File: config.mk
export PLATFORM = sky130hd
export DESIGN_NAME = three_point_touch_calibration_flat
export DESIGN_NICKNAME = d
export VERILOG_FILES = /design/src/rtl/core/tpc_pkg.sv /design/src/rtl/core/tpc_if.sv /design/src/rtl/core/tpc_seq.sv /design/src/rtl/core/tpc_dp.sv /design/src/rtl/core/three_point_touch_calibration.sv /design/src/flat_wrapper.sv
export SDC_FILE = /design/constraint.sdc
export NUM_CORES = 2
export LEC_CHECK = 0
export ABC_AREA = 1
export BUFFER_PORTS_ARGS = -buffer_cell sky130_fd_sc_hd__buf_2
export CAP_MARGIN = 10
export CORE_UTILIZATION = 60
export CTS_BUF_LIST = sky130_fd_sc_hd__clkbuf_4 sky130_fd_sc_hd__clkbuf_8 sky130_fd_sc_hd__clkbuf_16
export DETAILED_ROUTE_END_ITERATION = 7
export GPL_TIMING_DRIVEN = 0
export PLACE_DENSITY = 0.87
export SYNTH_ARGS = -nofsm -noshare
export SYNTH_HDL_FRONTEND = slang
export SYNTH_SLANG_ARGS = --single-unit
File: constraint.sdc
create_clock -name i_clk -period 10.6 [get_ports i_clk]
set_input_delay 1.06 -clock i_clk [delete_from_list [all_inputs] [get_ports i_clk]]
set_output_delay 1.06 -clock i_clk [all_outputs]
set_load 0.005 [all_outputs]
File: src/rtl/core/tpc_pkg.sv
// Shared types, widths, codes and the control program of the touch calibration block.
// No dependencies; every other file of the block imports this package.
package tpc_pkg;

    localparam int COORD_BITS = 12;
    localparam int NPTS       = 3;
    localparam int IDX_W      = $clog2(NPTS);
    localparam int CNT_W      = $clog2(NPTS + 1);
    localparam int GAIN_W     = 26;
    localparam int OFFS_W     = 39;
    localparam int DIFF_W     = COORD_BITS + 1;
    localparam int PAIR_W     = 2 * COORD_BITS + 1;
    localparam int PROD_W     = PAIR_W + DIFF_W;
    localparam int ACC_W      = PROD_W + 2;
    localparam int NSTEPS     = 37;
    localparam int PC_W       = $clog2(NSTEPS);

    localparam logic [PC_W-1:0] PC_FAIL = PC_W'(NSTEPS - 1);

    localparam logic [1:0] MODE_START = 2'd0;
    localparam logic [1:0] MODE_ADD   = 2'd1;
    localparam logic [1:0] MODE_CAL   = 2'd2;

    typedef logic [COORD_BITS-1:0] t_coord;
    typedef logic signed [GAIN_W-1:0] t_gain;
    typedef logic signed [OFFS_W-1:0] t_offs;

    typedef enum logic [1:0] {
        ST_NONE = 2'd0,
        ST_OK   = 2'd1,
        ST_FEW  = 2'd2,
        ST_ZERO = 2'd3
    } t_status;

    typedef enum logic [2:0] {
        SRC_DX   = 3'd0,
        SRC_DY   = 3'd1,
        SRC_TX   = 3'd2,
        SRC_TY   = 3'd3,
        SRC_PROD = 3'd4
    } t_src;

    typedef enum logic [1:0] {
        ACC_HOLD = 2'd0,
        ACC_LOAD = 2'd1,
        ACC_ADD  = 2'd2,
        ACC_SUB  = 2'd3
    } t_acc_op;

    typedef enum logic [2:0] {
        WR_NONE = 3'd0,
        WR_DIV  = 3'd1,
        WR_XTX  = 3'd2,
        WR_XTY  = 3'd3,
        WR_XOFF = 3'd4,
        WR_YTX  = 3'd5,
        WR_YTY  = 3'd6,
        WR_YOFF = 3'd7
    } t_wr;

    // One control word of the program.
    typedef struct packed {
        t_src             a_src;
        logic [IDX_W-1:0] a_i;
        logic [IDX_W-1:0] a_j;
        logic             a_sub;
        t_src             b_src;
        logic [IDX_W-1:0] b_i;
        logic [IDX_W-1:0] b_j;
        logic             b_sub;
        logic             mul;
        t_acc_op          acc_op;
        t_wr              wr;
        logic             jmp_zero;
        logic [PC_W-1:0]  jmp_tgt;
        logic             done;
        t_status          status;
    } t_uword;

    typedef struct packed {
        logic clear;
        logic add;
    } t_dp_cmd;

    typedef struct packed {
        t_coord dx;
        t_coord dy;
        t_coord tx;
        t_coord ty;
    } t_point;

    typedef struct packed {
        logic    valid;
        t_status status;
    } t_fin;

    // First product of a cross term: (a0 - a2) * (b1 - b2).
    function automatic t_uword cross_lo(t_uword w, t_src a, t_src b);
        t_uword r;
        r       = w;
        r.a_src = a;
        r.a_i   = IDX_W'(0);
        r.a_j   = IDX_W'(2);
        r.a_sub = 1'b1;
        r.b_src = b;
        r.b_i   = IDX_W'(1);
        r.b_j   = IDX_W'(2);
        r.b_sub = 1'b1;
        r.mul   = 1'b1;
        return r;
    endfunction

    // Second product of a cross term: (a1 - a2) * (b0 - b2).
    function automatic t_uword cross_hi(t_uword w, t_src a, t_src b);
        t_uword r;
        r     = cross_lo(w, a, b);
        r.a_i = IDX_W'(1);
        r.b_i = IDX_W'(0);
        return r;
    endfunction

    // Touch X of point j times display coordinate of point k.
    function automatic t_uword tx_by_d(t_uword w, int j, t_src d, int k);
        t_uword r;
        r       = w;
        r.a_src = SRC_TX;
        r.a_i   = IDX_W'(j);
        r.a_j   = IDX_W'(j);
        r.a_sub = 1'b0;
        r.b_src = d;
        r.b_i   = IDX_W'(k);
        r.b_j   = IDX_W'(k);
        r.b_sub = 1'b0;
        r.mul   = 1'b1;
        return r;
    endfunction

    // Previous product times touch Y of point i.
    function automatic t_uword prod_by_ty(t_uword w, int i);
        t_uword r;
        r       = w;
        r.a_src = SRC_PROD;
        r.a_i   = IDX_W'(0);
        r.a_j   = IDX_W'(0);
        r.a_sub = 1'b0;
        r.b_src = SRC_TY;
        r.b_i   = IDX_W'(i);
        r.b_j   = IDX_W'(i);
        r.b_sub = 1'b0;
        r.mul   = 1'b1;
        return r;
    endfunction

    // Program ROM. The multiplier result is registered, so an accumulate
    // step always consumes the product issued by the step before it.
    function automatic t_uword rom_word(logic [PC_W-1:0] pc);
        t_uword w;
        w = '0;
        unique case (pc)
            0:  w = cross_lo(w, SRC_TX, SRC_TY);
            1:  begin w = cross_hi(w, SRC_TX, SRC_TY); w.acc_op = ACC_LOAD; end
            2:  begin w = cross_lo(w, SRC_DX, SRC_TY); w.acc_op = ACC_SUB; end
            3:  begin
                w = cross_hi(w, SRC_DX, SRC_TY);
                w.acc_op   = ACC_LOAD;
                w.wr       = WR_DIV;
                w.jmp_zero = 1'b1;
                w.jmp_tgt  = PC_FAIL;
            end
            4:  begin w = cross_lo(w, SRC_TX, SRC_DX); w.acc_op = ACC_SUB; end
            5:  begin
                w = cross_hi(w, SRC_TX, SRC_DX); w.acc_op = ACC_LOAD; w.wr = WR_XTX;
            end
            6:  begin w = cross_lo(w, SRC_DY, SRC_TY); w.acc_op = ACC_SUB; end
            7:  begin
                w = cross_hi(w, SRC_DY, SRC_TY); w.acc_op = ACC_LOAD; w.wr = WR_XTY;
            end
            8:  begin w = cross_lo(w, SRC_TX, SRC_DY); w.acc_op = ACC_SUB; end
            9:  begin
                w = cross_hi(w, SRC_TX, SRC_DY); w.acc_op = ACC_LOAD; w.wr = WR_YTX;
            end
            // X offset: six triple products, signs + - + - + -
            10: begin w = tx_by_d(w, 2, SRC_DX, 1); w.acc_op = ACC_SUB; end
            11: begin w = prod_by_ty(w, 0); w.wr = WR_YTY; end
            12: begin w = tx_by_d(w, 1, SRC_DX, 2); w.acc_op = ACC_LOAD; end
            13: w = prod_by_ty(w, 0);
            14: begin w = tx_by_d(w, 0, SRC_DX, 2); w.acc_op = ACC_SUB; end
            15: w = prod_by_ty(w, 1);
            16: begin w = tx_by_d(w, 2, SRC_DX, 0); w.acc_op = ACC_ADD; end
            17: w = prod_by_ty(w, 1);
            18: begin w = tx_by_d(w, 1, SRC_DX, 0); w.acc_op = ACC_SUB; end
            19: w = prod_by_ty(w, 2);
            20: begin w = tx_by_d(w, 0, SRC_DX, 1); w.acc_op = ACC_ADD; end
            21: w = prod_by_ty(w, 2);
            // Y offset, same pattern on display Y
            22: begin w = tx_by_d(w, 2, SRC_DY, 1); w.acc_op = ACC_SUB; end
            23: begin w = prod_by_ty(w, 0); w.wr = WR_XOFF; end
            24: begin w = tx_by_d(w, 1, SRC_DY, 2); w.acc_op = ACC_LOAD; end
            25: w = prod_by_ty(w, 0);
            26: begin w = tx_by_d(w, 0, SRC_DY, 2); w.acc_op = ACC_SUB; end
            27: w = prod_by_ty(w, 1);
            28: begin w = tx_by_d(w, 2, SRC_DY, 0); w.acc_op = ACC_ADD; end
            29: w = prod_by_ty(w, 1);
            30: begin w = tx_by_d(w, 1, SRC_DY, 0); w.acc_op = ACC_SUB; end
            31: w = prod_by_ty(w, 2);
            32: begin w = tx_by_d(w, 0, SRC_DY, 1); w.acc_op = ACC_ADD; end
            33: w = prod_by_ty(w, 2);
            34: w.acc_op = ACC_SUB;
            35: begin w.wr = WR_YOFF; w.done = 1'b1; w.status = ST_OK; end
            36: begin w.done = 1'b1; w.status = ST_ZERO; end
            default: w.done = 1'b1;
        endcase
        return w;
    endfunction

endpackage

File: src/rtl/core/tpc_if.sv
// Request and response channel interfaces of the touch calibration block.
// Depends on tpc_pkg for field widths and types.
interface tpc_in_if;
    import tpc_pkg::*;
    logic       valid;
    logic       ready;
    logic [1:0] mode;
    t_coord     display_x;
    t_coord     display_y;
    t_coord     touch_x;
    t_coord     touch_y;
    modport source(output valid, mode, display_x, display_y, touch_x, touch_y, input ready);
    modport sink(input valid, mode, display_x, display_y, touch_x, touch_y, output ready);
endinterface

interface tpc_out_if;
    import tpc_pkg::*;
    logic       valid;
    logic       ready;
    logic [1:0] status;
    t_gain      divider;
    t_gain      x_from_touch_x;
    t_gain      x_from_touch_y;
    t_offs      x_offset;
    t_gain      y_from_touch_x;
    t_gain      y_from_touch_y;
    t_offs      y_offset;
    modport source(output valid, status, divider, x_from_touch_x, x_from_touch_y, x_offset,
                   y_from_touch_x, y_from_touch_y, y_offset, input ready);
    modport sink(input valid, status, divider, x_from_touch_x, x_from_touch_y, x_offset,
                 y_from_touch_x, y_from_touch_y, y_offset, output ready);
endinterface

File: src/rtl/core/tpc_seq.sv
// Program sequencer: step counter, control ROM readout and conditional jump.
// Depends on tpc_pkg for the control word and the ROM contents.
module tpc_seq (
    input  logic            i_clk,
    input  logic            i_rst_n,
    input  logic            i_start,
    input  logic            i_acc_zero,
    output tpc_pkg::t_uword o_cw,
    output logic            o_busy,
    output tpc_pkg::t_fin   o_fin
);
    import tpc_pkg::*;

    typedef enum logic [1:0] {
        S_IDLE = 2'b01,
        S_RUN  = 2'b10
    } t_state;

    t_state          r_state, n_state;
    logic [PC_W-1:0] r_pc, n_pc;
    t_uword          w_cw;

    always_comb begin
        w_cw    = '0;
        n_state = r_state;
        n_pc    = r_pc;
        unique case (r_state)
            S_IDLE: begin
                if (i_start) begin
                    n_state = S_RUN;
                    n_pc    = '0;
                end
            end
            S_RUN: begin
                w_cw = rom_word(r_pc);
                if (w_cw.done) begin
                    n_state = S_IDLE;
                end else if (w_cw.jmp_zero && i_acc_zero) begin
                    n_pc = w_cw.jmp_tgt;
                end else begin
                    n_pc = r_pc + PC_W'(1);
                end
            end
            default: n_state = S_IDLE;
        endcase
    end

    always_ff @(posedge i_clk) begin
        if (!i_rst_n) begin
            r_state <= S_IDLE;
            r_pc    <= '0;
        end else begin
            r_state <= n_state;
            r_pc    <= n_pc;
        end
    end

    assign o_cw         = w_cw;
    assign o_busy       = (r_state == S_RUN);
    assign o_fin.valid  = (r_state == S_RUN) && w_cw.done;
    assign o_fin.status = w_cw.status;

endmodule

File: src/rtl/core/tpc_dp.sv
// Datapath: point stores, operand select, shared multiplier and accumulator.
// Depends on tpc_pkg; driven by control words from tpc_seq.
module tpc_dp (
    input  logic                             i_clk,
    input  logic                             i_rst_n,
    input  tpc_pkg::t_dp_cmd                 i_cmd,
    input  tpc_pkg::t_point                  i_point,
    input  tpc_pkg::t_uword                  i_cw,
    output logic [tpc_pkg::CNT_W-1:0]        o_count,
    output logic signed [tpc_pkg::ACC_W-1:0] o_acc,
    output logic                             o_acc_zero
);
    import tpc_pkg::*;

    logic [CNT_W-1:0]         r_count;
    t_coord                   r_dx [NPTS];
    t_coord                   r_dy [NPTS];
    t_coord                   r_tx [NPTS];
    t_coord                   r_ty [NPTS];
    t_coord                   w_a_hi, w_a_lo, w_b_hi, w_b_lo;
    logic signed [DIFF_W-1:0] w_a_diff, w_b_diff;
    logic signed [PAIR_W-1:0] w_op_a;
    logic signed [PROD_W-1:0] w_mul;
    logic signed [PROD_W-1:0] r_prod;
    logic signed [ACC_W-1:0]  w_prod_ext;
    logic signed [ACC_W-1:0]  r_acc;
    logic                     w_wr;

    // Point count and stores; drop points once all three are held.
    assign w_wr = i_cmd.add && (r_count < CNT_W'(NPTS));

    always_ff @(posedge i_clk) begin
        if (!i_rst_n) begin
            r_count <= '0;
        end else if (i_cmd.clear) begin
            r_count <= '0;
        end else if (w_wr) begin
            r_count <= r_count + CNT_W'(1);
        end
    end

    always_ff @(posedge i_clk) begin
        if (w_wr) begin
            r_dx[r_count[IDX_W-1:0]] <= i_point.dx;
            r_dy[r_count[IDX_W-1:0]] <= i_point.dy;
            r_tx[r_count[IDX_W-1:0]] <= i_point.tx;
            r_ty[r_count[IDX_W-1:0]] <= i_point.ty;
        end
    end

    always_comb begin
        w_a_hi = r_tx[i_cw.a_i];
        w_a_lo = r_tx[i_cw.a_j];
        case (i_cw.a_src)
            SRC_DX: begin w_a_hi = r_dx[i_cw.a_i]; w_a_lo = r_dx[i_cw.a_j]; end
            SRC_DY: begin w_a_hi = r_dy[i_cw.a_i]; w_a_lo = r_dy[i_cw.a_j]; end
            SRC_TY: begin w_a_hi = r_ty[i_cw.a_i]; w_a_lo = r_ty[i_cw.a_j]; end
            default: ;
        endcase
    end

    always_comb begin
        w_b_hi = r_ty[i_cw.b_i];
        w_b_lo = r_ty[i_cw.b_j];
        case (i_cw.b_src)
            SRC_DX: begin w_b_hi = r_dx[i_cw.b_i]; w_b_lo = r_dx[i_cw.b_j]; end
            SRC_DY: begin w_b_hi = r_dy[i_cw.b_i]; w_b_lo = r_dy[i_cw.b_j]; end
            SRC_TX: begin w_b_hi = r_tx[i_cw.b_i]; w_b_lo = r_tx[i_cw.b_j]; end
            default: ;
        endcase
    end

    assign w_a_diff = $signed({1'b0, w_a_hi}) - (i_cw.a_sub ? $signed({1'b0, w_a_lo})
                                                            : $signed(DIFF_W'(0)));
    assign w_b_diff = $signed({1'b0, w_b_hi}) - (i_cw.b_sub ? $signed({1'b0, w_b_lo})
                                                            : $signed(DIFF_W'(0)));

    // Chained products reuse the previous product, which is a non-negative
    // touch-by-display pair and fits the narrower operand.
    assign w_op_a = (i_cw.a_src == SRC_PROD) ? $signed(r_prod[PAIR_W-1:0])
                                             : PAIR_W'(w_a_diff);
    assign w_mul  = PROD_W'(w_op_a) * PROD_W'(w_b_diff);

    always_ff @(posedge i_clk) begin
        if (i_cw.mul) begin
            r_prod <= w_mul;
        end
    end

    assign w_prod_ext = ACC_W'(r_prod);

    always_ff @(posedge i_clk) begin
        case (i_cw.acc_op)
            ACC_LOAD: r_acc <= w_prod_ext;
            ACC_ADD:  r_acc <= r_acc + w_prod_ext;
            ACC_SUB:  r_acc <= r_acc - w_prod_ext;
            default:  ;
        endcase
    end

    assign o_count    = r_count;
    assign o_acc      = r_acc;
    assign o_acc_zero = (r_acc == '0);

endmodule

File: src/rtl/core/three_point_touch_calibration.sv
// Three-point touch calibration: start, add and short calibrate answer without the program, a full
// solve runs it and stops early on a zero divider; one request at a time (next accepted once the
// result register frees). The full solve is paced by the shared multiplier: 34 products through
// one unit, one per step, then two steps to finish the Y offset and write it out.
// Reset (synchronous, active low) clears the point count, the sequencer and the result valid;
// the point stores hold anything until written and are never read before that.
// Depends on tpc_pkg, tpc_if, tpc_seq and tpc_dp.
module three_point_touch_calibration (
    input  logic      i_clk,
    input  logic      i_rst_n,
    tpc_in_if.sink    i_req,
    tpc_out_if.source o_rsp
);
    import tpc_pkg::*;

    t_uword           w_cw;
    logic             w_busy;
    t_fin             w_fin;
    logic [CNT_W-1:0] w_count;
    logic signed [ACC_W-1:0] w_acc;
    logic             w_acc_zero;
    logic             w_accept;
    logic             w_cal_go;
    t_dp_cmd          w_cmd;
    t_point           w_point;

    logic    r_out_valid;
    t_status r_status;
    t_gain   r_divider, r_xtx, r_xty, r_ytx, r_yty;
    t_offs   r_xoff, r_yoff;

    // Take a request only while the sequencer is idle and the result
    // register is empty or being drained in this cycle.
    assign i_req.ready = !w_busy && (!r_out_valid || o_rsp.ready);
    assign w_accept    = i_req.valid && i_req.ready;

    // A full solve needs all three points; anything else answers at once.
    assign w_cal_go  = w_accept && (i_req.mode == MODE_CAL) && (w_count == CNT_W'(NPTS));
    assign w_cmd.clear = w_accept && (i_req.mode == MODE_START);
    assign w_cmd.add   = w_accept && (i_req.mode == MODE_ADD);

    assign w_point.dx = i_req.display_x;
    assign w_point.dy = i_req.display_y;
    assign w_point.tx = i_req.touch_x;
    assign w_point.ty = i_req.touch_y;

    tpc_seq u_seq (
        .i_clk      (i_clk),
        .i_rst_n    (i_rst_n),
        .i_start    (w_cal_go),
        .i_acc_zero (w_acc_zero),
        .o_cw       (w_cw),
        .o_busy     (w_busy),
        .o_fin      (w_fin)
    );

    tpc_dp u_dp (
        .i_clk      (i_clk),
        .i_rst_n    (i_rst_n),
        .i_cmd      (w_cmd),
        .i_point    (w_point),
        .i_cw       (w_cw),
        .o_count    (w_count),
        .o_acc      (w_acc),
        .o_acc_zero (w_acc_zero)
    );

    // Result valid: set by an immediate answer or by the end of the program,
    // cleared when the response is taken.
    always_ff @(posedge i_clk) begin
        if (!i_rst_n) begin
            r_out_valid <= 1'b0;
        end else if (w_accept) begin
            r_out_valid <= !w_cal_go;
        end else if (w_fin.valid) begin
            r_out_valid <= 1'b1;
        end else if (o_rsp.ready) begin
            r_out_valid <= 1'b0;
        end
    end

    // Result payload: zero every coefficient on a new request, then let the
    // program write each one from the accumulator as it completes.
    always_ff @(posedge i_clk) begin
        if (w_accept) begin
            r_status  <= (i_req.mode == MODE_CAL) ? ST_FEW : ST_NONE;
            r_divider <= '0;
            r_xtx     <= '0;
            r_xty     <= '0;
            r_xoff    <= '0;
            r_ytx     <= '0;
            r_yty     <= '0;
            r_yoff    <= '0;
        end else begin
            if (w_fin.valid) begin
                r_status <= w_fin.status;
            end
            case (w_cw.wr)
                WR_DIV:  r_divider <= w_acc[GAIN_W-1:0];
                WR_XTX:  r_xtx     <= w_acc[GAIN_W-1:0];
                WR_XTY:  r_xty     <= w_acc[GAIN_W-1:0];
                WR_XOFF: r_xoff    <= w_acc[OFFS_W-1:0];
                WR_YTX:  r_ytx     <= w_acc[GAIN_W-1:0];
                WR_YTY:  r_yty     <= w_acc[GAIN_W-1:0];
                WR_YOFF: r_yoff    <= w_acc[OFFS_W-1:0];
                default: ;
            endcase
        end
    end

    assign o_rsp.valid          = r_out_valid;
    assign o_rsp.status         = r_status;
    assign o_rsp.divider        = r_divider;
    assign o_rsp.x_from_touch_x = r_xtx;
    assign o_rsp.x_from_touch_y = r_xty;
    assign o_rsp.x_offset       = r_xoff;
    assign o_rsp.y_from_touch_x = r_ytx;
    assign o_rsp.y_from_touch_y = r_yty;
    assign o_rsp.y_offset       = r_yoff;

    // The program must finish into an empty result register.
    a_fin_empty: assert property (@(posedge i_clk) disable iff (!i_rst_n)
        w_fin.valid |-> !r_out_valid)
        else $error("program finished while a result was pending");

    // The sequencer starts only from an accepted calibrate request.
    a_start_src: assert property (@(posedge i_clk) disable iff (!i_rst_n)
        $rose(w_busy) |-> $past(w_accept) && $past(i_req.mode == MODE_CAL))
        else $error("sequencer started without a calibrate request");

    // Anything but a valid solve carries zero coefficients (checked on the divider, x_from_touch_x and both offsets).
    a_zero_coef: assert property (@(posedge i_clk) disable iff (!i_rst_n)
        (r_out_valid && (r_status != ST_OK)) |->
            (r_divider == '0) && (r_xtx == '0) && (r_xoff == '0) && (r_yoff == '0))
        else $error("coefficients nonzero on a failed or non-solve result");

    // A valid solve never reports a zero divider.
    a_div_nz: assert property (@(posedge i_clk) disable iff (!i_rst_n)
        (r_out_valid && (r_status == ST_OK)) |-> (r_divider != '0))
        else $error("valid result with zero divider");

endmodule

File: src/flat_wrapper.sv
// flat-port wrapper written by rule: the top's interface ports become plain ports
module three_point_touch_calibration_flat import tpc_pkg::*;
  (i_clk, i_rst_n, i_req_valid, i_req_mode, i_req_display_x, i_req_display_y, i_req_touch_x, i_req_touch_y, i_req_ready, o_rsp_valid, o_rsp_status, o_rsp_divider, o_rsp_x_from_touch_x, o_rsp_x_from_touch_y, o_rsp_x_offset, o_rsp_y_from_touch_x, o_rsp_y_from_touch_y, o_rsp_y_offset, o_rsp_ready);
  tpc_in_if i_req_i ();
  tpc_out_if o_rsp_i ();
  input  logic i_clk;
  input  logic i_rst_n;
  input wire logic [$bits(i_req_i.valid)-1:0] i_req_valid;
  input wire logic [$bits(i_req_i.mode)-1:0] i_req_mode;
  input wire logic [$bits(i_req_i.display_x)-1:0] i_req_display_x;
  input wire logic [$bits(i_req_i.display_y)-1:0] i_req_display_y;
  input wire logic [$bits(i_req_i.touch_x)-1:0] i_req_touch_x;
  input wire logic [$bits(i_req_i.touch_y)-1:0] i_req_touch_y;
  output wire logic [$bits(i_req_i.ready)-1:0] i_req_ready;
  output wire logic [$bits(o_rsp_i.valid)-1:0] o_rsp_valid;
  output wire logic [$bits(o_rsp_i.status)-1:0] o_rsp_status;
  output wire logic [$bits(o_rsp_i.divider)-1:0] o_rsp_divider;
  output wire logic [$bits(o_rsp_i.x_from_touch_x)-1:0] o_rsp_x_from_touch_x;
  output wire logic [$bits(o_rsp_i.x_from_touch_y)-1:0] o_rsp_x_from_touch_y;
  output wire logic [$bits(o_rsp_i.x_offset)-1:0] o_rsp_x_offset;
  output wire logic [$bits(o_rsp_i.y_from_touch_x)-1:0] o_rsp_y_from_touch_x;
  output wire logic [$bits(o_rsp_i.y_from_touch_y)-1:0] o_rsp_y_from_touch_y;
  output wire logic [$bits(o_rsp_i.y_offset)-1:0] o_rsp_y_offset;
  input wire logic [$bits(o_rsp_i.ready)-1:0] o_rsp_ready;
  assign i_req_i.valid = i_req_valid;
  assign i_req_i.mode = i_req_mode;
  assign i_req_i.display_x = i_req_display_x;
  assign i_req_i.display_y = i_req_display_y;
  assign i_req_i.touch_x = i_req_touch_x;
  assign i_req_i.touch_y = i_req_touch_y;
  assign i_req_ready = i_req_i.ready;
  assign o_rsp_valid = o_rsp_i.valid;
  assign o_rsp_status = o_rsp_i.status;
  assign o_rsp_divider = o_rsp_i.divider;
  assign o_rsp_x_from_touch_x = o_rsp_i.x_from_touch_x;
  assign o_rsp_x_from_touch_y = o_rsp_i.x_from_touch_y;
  assign o_rsp_x_offset = o_rsp_i.x_offset;
  assign o_rsp_y_from_touch_x = o_rsp_i.y_from_touch_x;
  assign o_rsp_y_from_touch_y = o_rsp_i.y_from_touch_y;
  assign o_rsp_y_offset = o_rsp_i.y_offset;
  assign o_rsp_i.ready = o_rsp_ready;
  three_point_touch_calibration u_core (.i_clk(i_clk), .i_rst_n(i_rst_n), .i_req(i_req_i), .o_rsp(o_rsp_i));
endmodule
==> impl_summary.txt <==
----------------------------------------------------
[Clocking]
  CTS HTree Levels ... 2
  Cts bufs inserted ... 47
  TritonCTS clock tree ... yes
  Clock Sink Count ... 443
  Clock transition at the register clock pins on the worst setup and hold paths after CTS ... roughly 70 ps
  Latest clock arrival within the worst-skew pair ... ~620 ps
  Root buffer selected by CTS ... clkbuf_16
  CTS Buffer Depth ... 3

[Detailed routing]
  Total wire length ... 112200 microns
  Number of optimization iterations in the first detailed-route pass ... 6
  Antenna Nets Post-Route ... 0
  Post-detailed-route via-to-cell ratio ... between 5 and 6
  Residual DRC ... 0
  First-iteration detailed-routing DRC count ... 3394
  Overall via count from detail_route ... 32388
  Routed len/inst ... 20.33 microns

[Power]
  Leakage ... 0.01888 uW
  Highest ir drop seen on vdd ... between 0.2 and 0.25 mV
  Power density normalized to cell area ... 201.0 mW/mm^2
  Total design power ... a little under 8000 uW

[Timing]
  TNS Setup ... 0 ps
  Number of failing hold endpoints at the final stage ... 0
  Final worst clock skew ... about 52 ps
  Fmax ... 98.77 MHz
  Setup repair after global routing missed its margin ... no
  Headroom to the max-slew limit ... 0.3002
  Number of setup violations in the final report ... 0
  Min Clock Period, post-route ... 10120 ps
  Number of max-slew violations in the final report ... 0
  Hold slack final ... 485.4 ps
  Worst slew pin tran ... about 1000 ps
  Worst path setup slack after routing ... between 400 and 500 ps
  Post-route clock period utilization ... 0.9551

[Global routing]
  Global-route wire length before repair ... 172700 microns
  Via count of the first global-routing pass ... between 30000 and 40000
  Initial antenna violation count ... 1
  Grt ovf ... 0
  Pin count of the biggest net entering global routing ... 32
  GR Util All Layers ... 0.3782

[Floorplan]
  Die width ... roughly 240 microns
  Overall die area ... between 0.05 and 0.06 sq mm
  Effective utilization at floorplan ... 0.6112
  Core Area ... about 0.057 sq mm
  I/O pins ... ~270
  Row Count ... a little under 90
  Y dimension of the die ... approximately 240 microns

[Logic synthesis]
  Number of enable-type register cells in the synthesized netlist ... ~220
  Dominant cells by area after synthesis ... edfxtp_1, fa_1, dfxtp_1
  Cell type with the highest aggregate area in the netlist ... edfxtp_1
  Sequential-to-total area share from yosys stat ... 0.3199
  Share of Yosys cell area claimed by the top area cell type ... 0.1937
  Dominant synthesized flop cell ... edfxtp_1
  Unique masters post-synth ... 53
  Fraction of registers with async set/reset ... 0
  Post-synthesis instance total ... around 4400
  Combined area of all synthesized cells ... between 0.03 and 0.04 sq mm
  Mean post-synth cell area ... 7.881 sq um
  Warnings, synthesis ... 0
  Count of state elements after synthesis ... ~440
  Syn_nets ... roughly 5000

[Hold path]
  Worst hold path cell count ... 2
  Worst hold-check path type ... flip-flop to flip-flop
  Launch instance of the worst min-delay path ... u_core.o_rsp.x_from_touch_x[14]$_SDFFE_PP0N_

[Worst setup path]
  Startpoint type of the worst setup path ... flip-flop
  Nature of the critical path endpoint ... flip-flop
  Cell depth of the worst setup path ... 38
  Buffers and inverters on the worst path ... 11
  CP Data Required Time ... roughly 11000 ps
  Crit path launch ... u_core.u_seq.r_state[0]$_SDFFE_PN1P_
  Slowest Stage Delay on Critical Path ... approximately 830 ps
  Arrival time worst endpoint ... 10470 ps
  Family of cells with the greatest summed delay on the critical path ... adder cells
  Worst R2R Path Depth ... 38
  Setup Crit Path Kind ... flip-flop to flip-flop
  Library cell contributing the largest single delay on the critical path ... xor2_1
  Most prevalent standard cell on the critical path ... nand2_1
  RR Startpoint ... u_core.u_seq.r_state[0]$_SDFFE_PN1P_
  Critical Path Fanout Max ... 10

[Job]
  Max cap viols ... 0

[Cells and area]
  Post-synthesis to final-layout area growth ... 11.84%
  Most common cell after layout, fill and taps aside ... nand2_1
  Fillers ... 4639
  Share of post-route cells with drive strength above 1 ... 0.1077
  Total area of multi-input combinational cells ... between 0.02 and 0.025 sq mm
  Nets@finish ... ~5200
  Most used cells in the layout excluding fill and tap cells ... nand2_1, nor2_1, inv_1
  Final design utilization ... 0.6836
  Storage element area ... 0.01111 sq mm
  Ant. Diodes ... 0

[Status]
  Run status ... completed

[Place]
  Gp weighted congestion ... between 1 and 1.5
  Pre-CTS setup slack ... ~49 ps
  HPWL reported at the end of detailed placement ... approximately 88000 microns
  Port bufs ... 265

----------------------------------------------------
## timing repair
item,CTS,global route
setup endpoints to repair,1,23
pin swaps,0,1
setup buffers,0,1
gates resized for setup,1,50
hold buffers,0,0
## stage by stage
stage	instance area, sq um	cells
6_report	38840	5519
5_1_grt	38840	5519
4_1_cts	38750	5518
3_5_place_dp	37160	5433
3_3_place_gp	37000	5428
2_1_floorplan	34730	4407
## power breakdown
part | internal, uW | leakage [uW] | total, uW | switching (uW)
clock | 972 | 0.000786 | 1710 | 740
sequential | 2010 | 0.00379 | 2010 | 4.17
combinational | 1560 | 0.0143 | 4080 | 2520
total | 4540 | 0.0189 | 7810 | 3260
## logic make-up after synthesis
| logic type | Yosys count | share of synthesized area |
|---|---|---|
| compound gates | 674 | 0.1077 |
| flops | 443 | 0.3199 |
| simple gates | 1929 | 0.2266 |
| buf+inv | 790 | 0.08765 |
| fa+ha+maj | 460 | 0.2301 |
| xor+xnor | 111 | 0.02799 |
## synth_stat cells, types with 11 or more instances
library cell / instances
nor4_1: 21
clkbuf_1: 132
a31oi_1: 17
nor3_1: 29
dfxtp_1: 219
o21a_1: 13
fa_1: 298
ha_1: 162
a21oi_1: 151
o21ai_1: 11
xnor2_1: 33
inv_1: 561
buf_2: 29
buf_1: 18
edfxtp_1: 224
nand2_1: 796
o21ai_0: 380
nand4_1: 27
a21o_1: 11
inv_2: 35
xor2_1: 78
or2_2: 19
nand3_1: 230
nor2_1: 770
nand2_2: 14
o21bai_1: 16
o211ai_1: 42
## registers in the layout, indices dropped and copies added (netlist names)
signal / flops
u_core.o_rsp.divider: 26
u_core.o_rsp.status: 2
u_core.o_rsp.valid: 1
u_core.o_rsp.x_from_touch_x: 26
u_core.o_rsp.x_from_touch_y: 26
u_core.o_rsp.x_offset: 39
u_core.o_rsp.y_from_touch_x: 26
u_core.o_rsp.y_from_touch_y: 26
u_core.o_rsp.y_offset: 39
u_core.u_dp.o_acc: 40
u_core.u_dp.o_count: 2
u_core.u_dp.r_dx: 36
u_core.u_dp.r_dy: 36
u_core.u_dp.r_prod: 38
u_core.u_dp.r_tx: 36
u_core.u_dp.r_ty: 36
u_core.u_seq.r_pc: 6
u_core.u_seq.r_state: 2
## final timing paths
kind | endpoint | slack, ps
worst max-delay path | u_core.u_dp.r_prod[36]$_DFFE_PP_ | 480
worst min-delay path | u_core.o_rsp.x_from_touch_x[14]$_SDFFE_PP0N_ | 490
worst max register to register | u_core.u_dp.r_prod[36]$_DFFE_PP_ | 480
worst min register to register | u_core.o_rsp.x_from_touch_x[14]$_SDFFE_PP0N_ | 490
## worst register-to-register path: cells and delay by family, from the launching register on
kind / cells / cell delay, ps
xor+xnor: 1 / 830
flops: 1 / 310
fa+ha+maj: 8 / 3350
simple gates: 12 / 1770
buf+inv: 11 / 2190
compound gates: 6 / 1420
## cell type report
type,instances,share of cell area
multi-input combinational,3174,0.5327
buffer,186,0.02029
sequential,443,0.2860
tap,756,0.02435
clock buffer,57,0.03421
timing repair buffer,271,0.03711
inverter,604,0.05859
clock inverter,28,0.006732
## layer usage
layer	global-route usage	routed length, microns	up-vias
met1	0.4819	42320	15287
met2	0.6075	50530	1999
met5	0	13	-
met4	0.1935	6470	2
li1	-	-	14734
met3	0.08249	12890	366
Note: power is estimated with default switching activity, not from simulation.
